File: src/sv/mdd_pkg.sv
`timescale 1ns / 1ps
`default_nettype none
// ----------------------------------------------------------------------------
// mdd_pkg: shared constants and types
// Widths, register indexes, status codes and the divider request type.
// ----------------------------------------------------------------------------
package mdd_pkg;
  localparam int MAX_SAMPLES = 1024;
  localparam int ADDR_W = $clog2(MAX_SAMPLES);
  localparam int CNT_W = ADDR_W + 1;
  localparam int DEPTH_W = 16;
  localparam int COORD_W = 24;
  localparam int QUOT_W = 34;

  localparam logic [1:0] REG_FOCAL_X = 2'd0;
  localparam logic [1:0] REG_FOCAL_Y = 2'd1;
  localparam logic [1:0] REG_PRINCIPAL_X = 2'd2;
  localparam logic [1:0] REG_PRINCIPAL_Y = 2'd3;

  localparam logic [1:0] STATUS_OK = 2'd0;
  localparam logic [1:0] STATUS_STALE = 2'd1;
  localparam logic [1:0] STATUS_EMPTY = 2'd2;

  localparam logic signed [COORD_W-1:0] SAT_HI = 24'sh7FFFFF;
  localparam logic signed [COORD_W-1:0] SAT_LO = -24'sh800000;

  typedef struct packed {
    logic start;
    logic [QUOT_W-1:0] dividend;
    logic [17:0] divisor;
  } div_req_t;
endpackage
`default_nettype wire

File: src/sv/mdd_div.sv
`timescale 1ns / 1ps
`default_nettype none
// ----------------------------------------------------------------------------
// mdd_div: restoring divider
// One quotient bit per cycle while busy; a new start restarts the division.
// ----------------------------------------------------------------------------
module mdd_div
  import mdd_pkg::*;
(
  input  wire logic clk,
  input  wire logic rst,
  input  wire div_req_t req,
  output logic busy,
  output logic [QUOT_W-1:0] quot
);
  localparam int STEP_W = $clog2(QUOT_W + 1);
  logic [STEP_W-1:0] steps;
  logic [QUOT_W-1:0] dvd;
  logic [17:0] dsr;
  logic [18:0] rem;
  logic [18:0] trial;

  always_comb begin
    trial = {rem[17:0], dvd[QUOT_W-1]} - {1'b0, dsr};
  end

  always_ff @(posedge clk) begin
    if (rst) begin
      busy <= 1'b0;
      steps <= '0;
    end else if (req.start) begin
      busy <= 1'b1;
      steps <= STEP_W'(QUOT_W);
      dvd <= req.dividend;
      dsr <= req.divisor;
      rem <= '0;
    end else if (busy) begin
      // shift one dividend bit in, subtract when it fits
      if (!trial[18]) begin
        rem <= trial;
      end else begin
        rem <= {rem[17:0], dvd[QUOT_W-1]};
      end
      quot <= {quot[QUOT_W-2:0], ~trial[18]};
      dvd <= {dvd[QUOT_W-2:0], 1'b0};
      steps <= steps - 1'b1;
      if (steps == STEP_W'(1)) begin
        busy <= 1'b0;
      end
    end
  end
endmodule
`default_nettype wire

File: config.mk
export PLATFORM = sky130hd
export DESIGN_NAME = mdd_div
export DESIGN_NICKNAME = d
export VERILOG_FILES = /design/src/sv/mdd_pkg.sv /design/src/sv/mdd_div.sv
export SDC_FILE = /design/constraint.sdc
export NUM_CORES = 1
export LEC_CHECK = 0
export BUFFER_PORTS_ARGS = -buffer_cell sky130_fd_sc_hd__buf_2
export CORE_ASPECT_RATIO = 1.4
export CORE_MARGIN = 3
export CORE_UTILIZATION = 40
export DETAILED_ROUTE_END_ITERATION = 6
export GPL_ROUTABILITY_DRIVEN = 0
export GPL_TIMING_DRIVEN = 0
export SLEW_MARGIN = 20
export SYNTH_ARGS = -nofsm -noshare
export SYNTH_HDL_FRONTEND = slang
export SYNTH_SLANG_ARGS = --single-unit
export TNS_END_PERCENT = 30
File: constraint.sdc
create_clock -name clk -period 6.5 [get_ports clk]
set_clock_uncertainty 0.15 [all_clocks]
set_input_delay 0 -clock clk [delete_from_list [all_inputs] [get_ports clk]]
set_output_delay 0 -clock clk [all_outputs]
set_load 0.01 [all_outputs]
# Yosys cells after proc, flatten, opt, wreduce, memory -nomap -nowiden
# Index checks and enable logic that the tools add are counted.
[classes] n_bitwise=3 magnitude_cmp=0 n_mux=9 eq_ne=1 shifts=0 n_mul=0 add_sub_neg=2 n_div=0 reduce_logical=5
[op_table] cell="$mux 34" count=2
[op_table] cell="$mux 18" count=2
[op_table] cell="$sub 19x18->19" count=1
[op_table] cell="$mux 6" count=2
[op_table] cell="$eq 6x1->1 const B" count=1
[op_table] cell="$sub 6x1->6 const B" count=1
[op_table] cell="$reduce_and 2->1" count=2
[op_table] cell="$mux 1" count=3
[op_table] cell="$not 1->1" count=3
[op_table] cell="$reduce_and 3->1" count=1
[op_table] cell="$reduce_bool 2->1" count=1
[op_table] cell="$reduce_or 2->1" count=1
[totals] latch_bits=0 romBits=0 ram_bits=0 output_inout_bits=35 in_bits=55 memories=0 register_bits=111 word_cells=27

# Logic depth before layout (Yosys ltp)
[depth] ltp_word=4 mapped_depth=11 mapped_depth_nobuf=10

# Worst setup path after synthesis
# No wires, ideal clock.
[synth_path] path_type="reg-to-reg" from="reg busy" to="reg quot[0], enable pin" setup_slack_ns=2.835 path_stages_with_launch=2 setup_time_ns=0.475 period_less_slack_ns=3.665 required_time_ns=5.875 n_path_buf=0 arrival_ns=3.040 cell_sequence="dfxtp_1 > nor3b_1"
[synth_via] elab_chain_cells=1
[synth_lines] item="start, declared" line_no="mdd_div.sv:13" source="output logic busy,"
[synth_lines] item="start signal, assigned" line_no="mdd_div.sv:29" source="busy <= 1'b0;"
[synth_lines] item="start signal, assigned" line_no="mdd_div.sv:32" source="busy <= 1'b1;"
[synth_lines] item="start signal, assigned" line_no="mdd_div.sv:48" source="busy <= 1'b0;"
[synth_lines] item="$reduce_and 3->1 (no line)"
[synth_lines] item="end signal, assigned" line_no="mdd_div.sv:44" source="quot <= {quot[QUOT_W-2:0], ~trial[18]};"
[synth_lines] item="end, declared" line_no="mdd_div.sv:14" source="output logic [QUOT_W-1:0] quot"
# No other way between the ends.
# A chain may end at the register's enable or synchronous reset.

# Final worst setup path
[layout_path] from="reg dvd[33]" to="reg rem[13], data pin"
[layout_via] elab_chain_cells=3
[layout_lines] item="start, declared" line_no="mdd_div.sv:18" source="logic [QUOT_W-1:0] dvd;"
[layout_lines] item="start signal, assigned" line_no="mdd_div.sv:34" source="dvd <= req.dividend;"
[layout_lines] item="start signal, assigned" line_no="mdd_div.sv:45" source="dvd <= {dvd[QUOT_W-2:0], 1'b0};"
[layout_lines] item="$sub 19x18->19" line_no="mdd_div.sv:24" source="trial = {rem[17:0], dvd[QUOT_W-1]} - {1'b0, dsr};"
[layout_lines] item="$mux 18" line_no="mdd_div.sv:39" source="if (!trial[18]) begin"
[layout_lines] item="$mux 18" line_no="mdd_div.sv:37" source="end else if (busy) begin"
[layout_lines] item="end signal, assigned" line_no="mdd_div.sv:40" source="rem <= trial;"
[layout_lines] item="end signal, assigned" line_no="mdd_div.sv:42" source="rem <= {rem[17:0], dvd[QUOT_W-1]};"
[layout_lines] item="end, declared" line_no="mdd_div.sv:20" source="logic [18:0] rem;"
# No other way between the ends. The select of a mux whose other input is x is not followed.

==> metrics.md <==
| Metric | Value |
|---|---|
| Final period demand of the worst path | `3.03 ns` |
| Number of nets with antenna violations after detailed routing | `0` |
| CP arrival | `2.97 ns` |
| Crit Path Category | `flip-flop to flip-flop` |
| Length of the first detailed-routing pass in iterations | `4` |
| Total power | `1.72 mW` |
| Die ar. | `0.0145 mm2` |
| Layout overhead on the synthesized area | `29.2%` |
| Count of input and output buffers | `87` |
| Global route overflow | `0` |
| Pleak | `2.69 nW` |
| Cell at the root of the clock tree | `sky130_fd_sc_hd__clkbuf_16` |
| Count of flip-flops with a built-in enable after synthesis | `104` |
| Number of cells traversed by the worst register-to-register path | `11` |
| Slowest cell on the critical path | `sky130_fd_sc_hd__a211oi_4` |
| Net count, final | `616` |
| Type of the worst min-delay path | `input pin to flip-flop` |
| Later-pin clock latency in the skew report | `0.35 ns` |
| Total CTS buffers | `9` |
| End point of the most critical hold path | `dvd[1]` |
| MaxCap Viol Count | `0` |
| Sequential cell area fraction in the yosys report | `62.2%` |
| Flop-to-flop setup slack | `3.47 ns` |
| Flip-flop and latch count after synthesis | `111` |
| Crit path cell chain | `inv_1 > ha_1 > fa_1 > nand2b_1 > a21oi_2 > o21ai_1 > a21bo_1 > a211oi_4 > buf_6 > mux2i_1 > nor2_1` |
| Clock tree from TritonCTS | `done` |
| Final number of setup-violating endpoints | `0` |
| Register clock-pin slew on the reported worst setup and hold paths | `0.07 ns` |
| Vert. Die Dim | `142 um` |
| Synth Instances | `383` |
| Peak per-stage delay on the critical path | `0.41 ns` |
| Fraction of layout instances using a drive strength above 1 | `29.7%` |
| CP startpoint kind | `flip-flop` |
| I/O pins | `90` |
| Share of flip-flops with an asynchronous set or reset | `0%` |
| Number of slew-limit violations in the final report | `0` |
| Syn Nets | `459` |
| Outcome | `completed` |
| Worst flop-to-flop path startpoint | `dvd[33]` |
| Critical Path RT | `6.44 ns` |
| Dominant cell type by area after synthesis | `sky130_fd_sc_hd__edfxtp_1` |
| Clock tree buffer depth | `2` |
| Antenna diodes | `0` |
| Reg2reg end | `rem[13]` |
| Initial standard-cell utilization of the core | `41.8%` |
| Worst Path Max Fanout | `10` |
| Total count of hold-check failures in the final report | `0` |
| Pin count of the biggest net entering global routing | `26` |
| Core ar. | `0.0126 mm2` |
| Mean cell area of the mapped netlist | `13.7 um2` |
| Worst relative slew slack | `62.5%` |
| Horiz. Die Dim | `103 um` |
| Post-synthesis instance area | `0.00525 mm2` |
| Remaining routing DRC violations | `0` |
| Number of warning messages in the yosys log | `0` |
| Worst-Margin Slew | `0.563 ns` |
| DP Worst Slack | `3.43 ns` |
| Worst IR Drop VDD | `0.151 mV` |
| Worst hold path startpoint | `req[52]` |
| Fin worst setup slack | `3.47 ns` |
| Clock sink total | `111` |
| Via count normalized by instance count | `4.99` |
| Unrepaired setup endpoints after global routing | `no` |
| Num rows | `48` |
| Hold depth | `2` |
| Synth Flop Type | `sky130_fd_sc_hd__edfxtp_1` |
| Antenna violations before repair | `0` |
| Via Count | `3471` |
| Endpoint kind of the worst setup timing path | `flip-flop` |
| Drt initial violations | `152` |
| Post-route fraction of the period consumed by the critical path | `46.6%` |
| Cell area power density | `254 mW/mm2` |
| H-tree level count | `3` |
| Post-CTS setup buffer count | `0` |
| Final-layout setup total negative slack | `0 ns` |
| Area contributors post-synth | `sky130_fd_sc_hd__edfxtp_1 60%, sky130_fd_sc_hd__mux2_2 7.5%, sky130_fd_sc_hd__ha_1 4.8%` |
| Routed WL | `10600 um` |
| First-pass GRT wire length | `17700 um` |
| Beginning of the critical path | `dvd[33]` |
| DPL Wire Length | `7380 um` |
| Overall track demand over capacity in global routing | `15.5%` |
| Via count of the first global-routing pass | `3644` |
| Number of distinct library cells after synthesis | `53` |
| Avg WL per Cell | `15.2 um` |
| Resized cells post-CTS | `0` |
| Highest clock frequency the design can meet | `330 MHz` |
| Area share of the leading cell type in the synthesized netlist | `59.5%` |
synth_stat cells, types with 5 or more instances:
library cell                 n
sky130_fd_sc_hd__mux2i_1    11
sky130_fd_sc_hd__xor2_1      8
sky130_fd_sc_hd__o21ai_0    12
sky130_fd_sc_hd__xnor2_1    10
sky130_fd_sc_hd__nor2_1     26
sky130_fd_sc_hd__nor2b_1     6
sky130_fd_sc_hd__nand3_1     5
sky130_fd_sc_hd__nand2b_1    5
sky130_fd_sc_hd__inv_1      24
sky130_fd_sc_hd__edfxtp_1  104
sky130_fd_sc_hd__a21o_1      6
sky130_fd_sc_hd__nand2_1    16
sky130_fd_sc_hd__ha_1       20
sky130_fd_sc_hd__a21oi_1    21
sky130_fd_sc_hd__clkbuf_1    7
sky130_fd_sc_hd__dfxtp_1     7
sky130_fd_sc_hd__nor3_1      6
sky130_fd_sc_hd__mux2_2     35
layer usage:
metal / track usage [%] / wire, um / share of wire [%] / vias to the layer above
met5: 0 / 0 / 0 / -
li1: - / - / - / 1728
met2: 27.2 / 5690 / 54 / 73
met4: 4.98 / 153 / 1.4 / 0
met1: 18.9 / 4350 / 41 / 1661
met3: 3.15 / 366 / 3.5 / 9
stage by stage:
| stage | hold slack (ns) | instances | util, % | cell area [um2] |
|---|---|---|---|---|
| 2_1_floorplan | -0.0511 | 383 | - | 5250 |
| 3_3_place_gp | 0.0263 | 620 | 46.8 | 5870 |
| 3_5_place_dp | 0.0284 | 626 | 47.5 | 5970 |
| 4_1_cts | 0.114 | 695 | 54.0 | 6780 |
| 5_1_grt | 0.165 | 695 | 54.0 | 6780 |
| 6_report | 0.118 | 695 | 54.0 | 6780 |
state kept, by name, indices dropped and copies added (netlist names):
register  flops
rem          18
busy          1
quot         34
dvd          34
steps         6
dsr          18
worst max-delay path by stage:
stage	depth (start not counted)	to	slack, ns
after floorplan	1	quot[0]	2.84
after global placement	3	quot[33]	2.01
after detailed placement	11	rem[13]	3.43
after CTS	11	rem[13]	3.42
after global routing	11	rem[6]	3.25
final	11	rem[13]	3.47
worst max-delay path: cells and delay by family, from the launching register on:
kind	cells	cell delay (ns)
buf+inv	2	0.26
simple gates	2	0.24
compound gates	4	0.96
mux	1	0.22
fa+ha+maj	2	0.62
flops	1	0.32
power by group:
group | switching (mW) | internal, mW
registers | 0.0180 | 0.834
logic | 0.172 | 0.168
clock network | 0.264 | 0.265
cell type report:
| cell class | instances | area [um2] |
|---|---|---|
| fill | 1081 | 5770 |
| sequential | 111 | 3260 |
| multi-input combinational | 233 | 1810 |
| timing repair buffer | 146 | 1050 |
| clock buffer | 9 | 225 |
| tap | 150 | 188 |
| inverter | 25 | 93.8 |
| buffer | 14 | 92.6 |
| clock inverter | 7 | 58.8 |
cell usage in the layout (no fill, tap or decap), drive strengths merged, types with 8 or more instances in the layout:
master and count:
o21ai 13, xnor2 10, buf 100, a21oi 22, xor2 8, ha 20
clkbuf 16, nand2 17, mux2i 11, mux2 35, dlygate4sd3 53, inv 26
edfxtp 104, nor2 26
timing repair:
action	in CTS	in global routing
setup endpoints to repair	0	0
hold endpoints to repair	55	0
hold buffers	53	0
kinds of logic after synthesis:
| kind of cell | after synthesis | synth area share, % |
|---|---|---|
| AO/OA/AOI/OAI | 69 | 9.01 |
| adder cells (fa/ha/maj) | 21 | 5.15 |
| flip-flops | 111 | 62.2 |
| XOR/XNOR | 18 | 3.00 |
| multiplexers | 46 | 9.61 |
| AND/OR/NAND/NOR | 79 | 7.46 |
| buffers and inverters | 39 | 3.55 |
(Power assumes the default switching activity.)
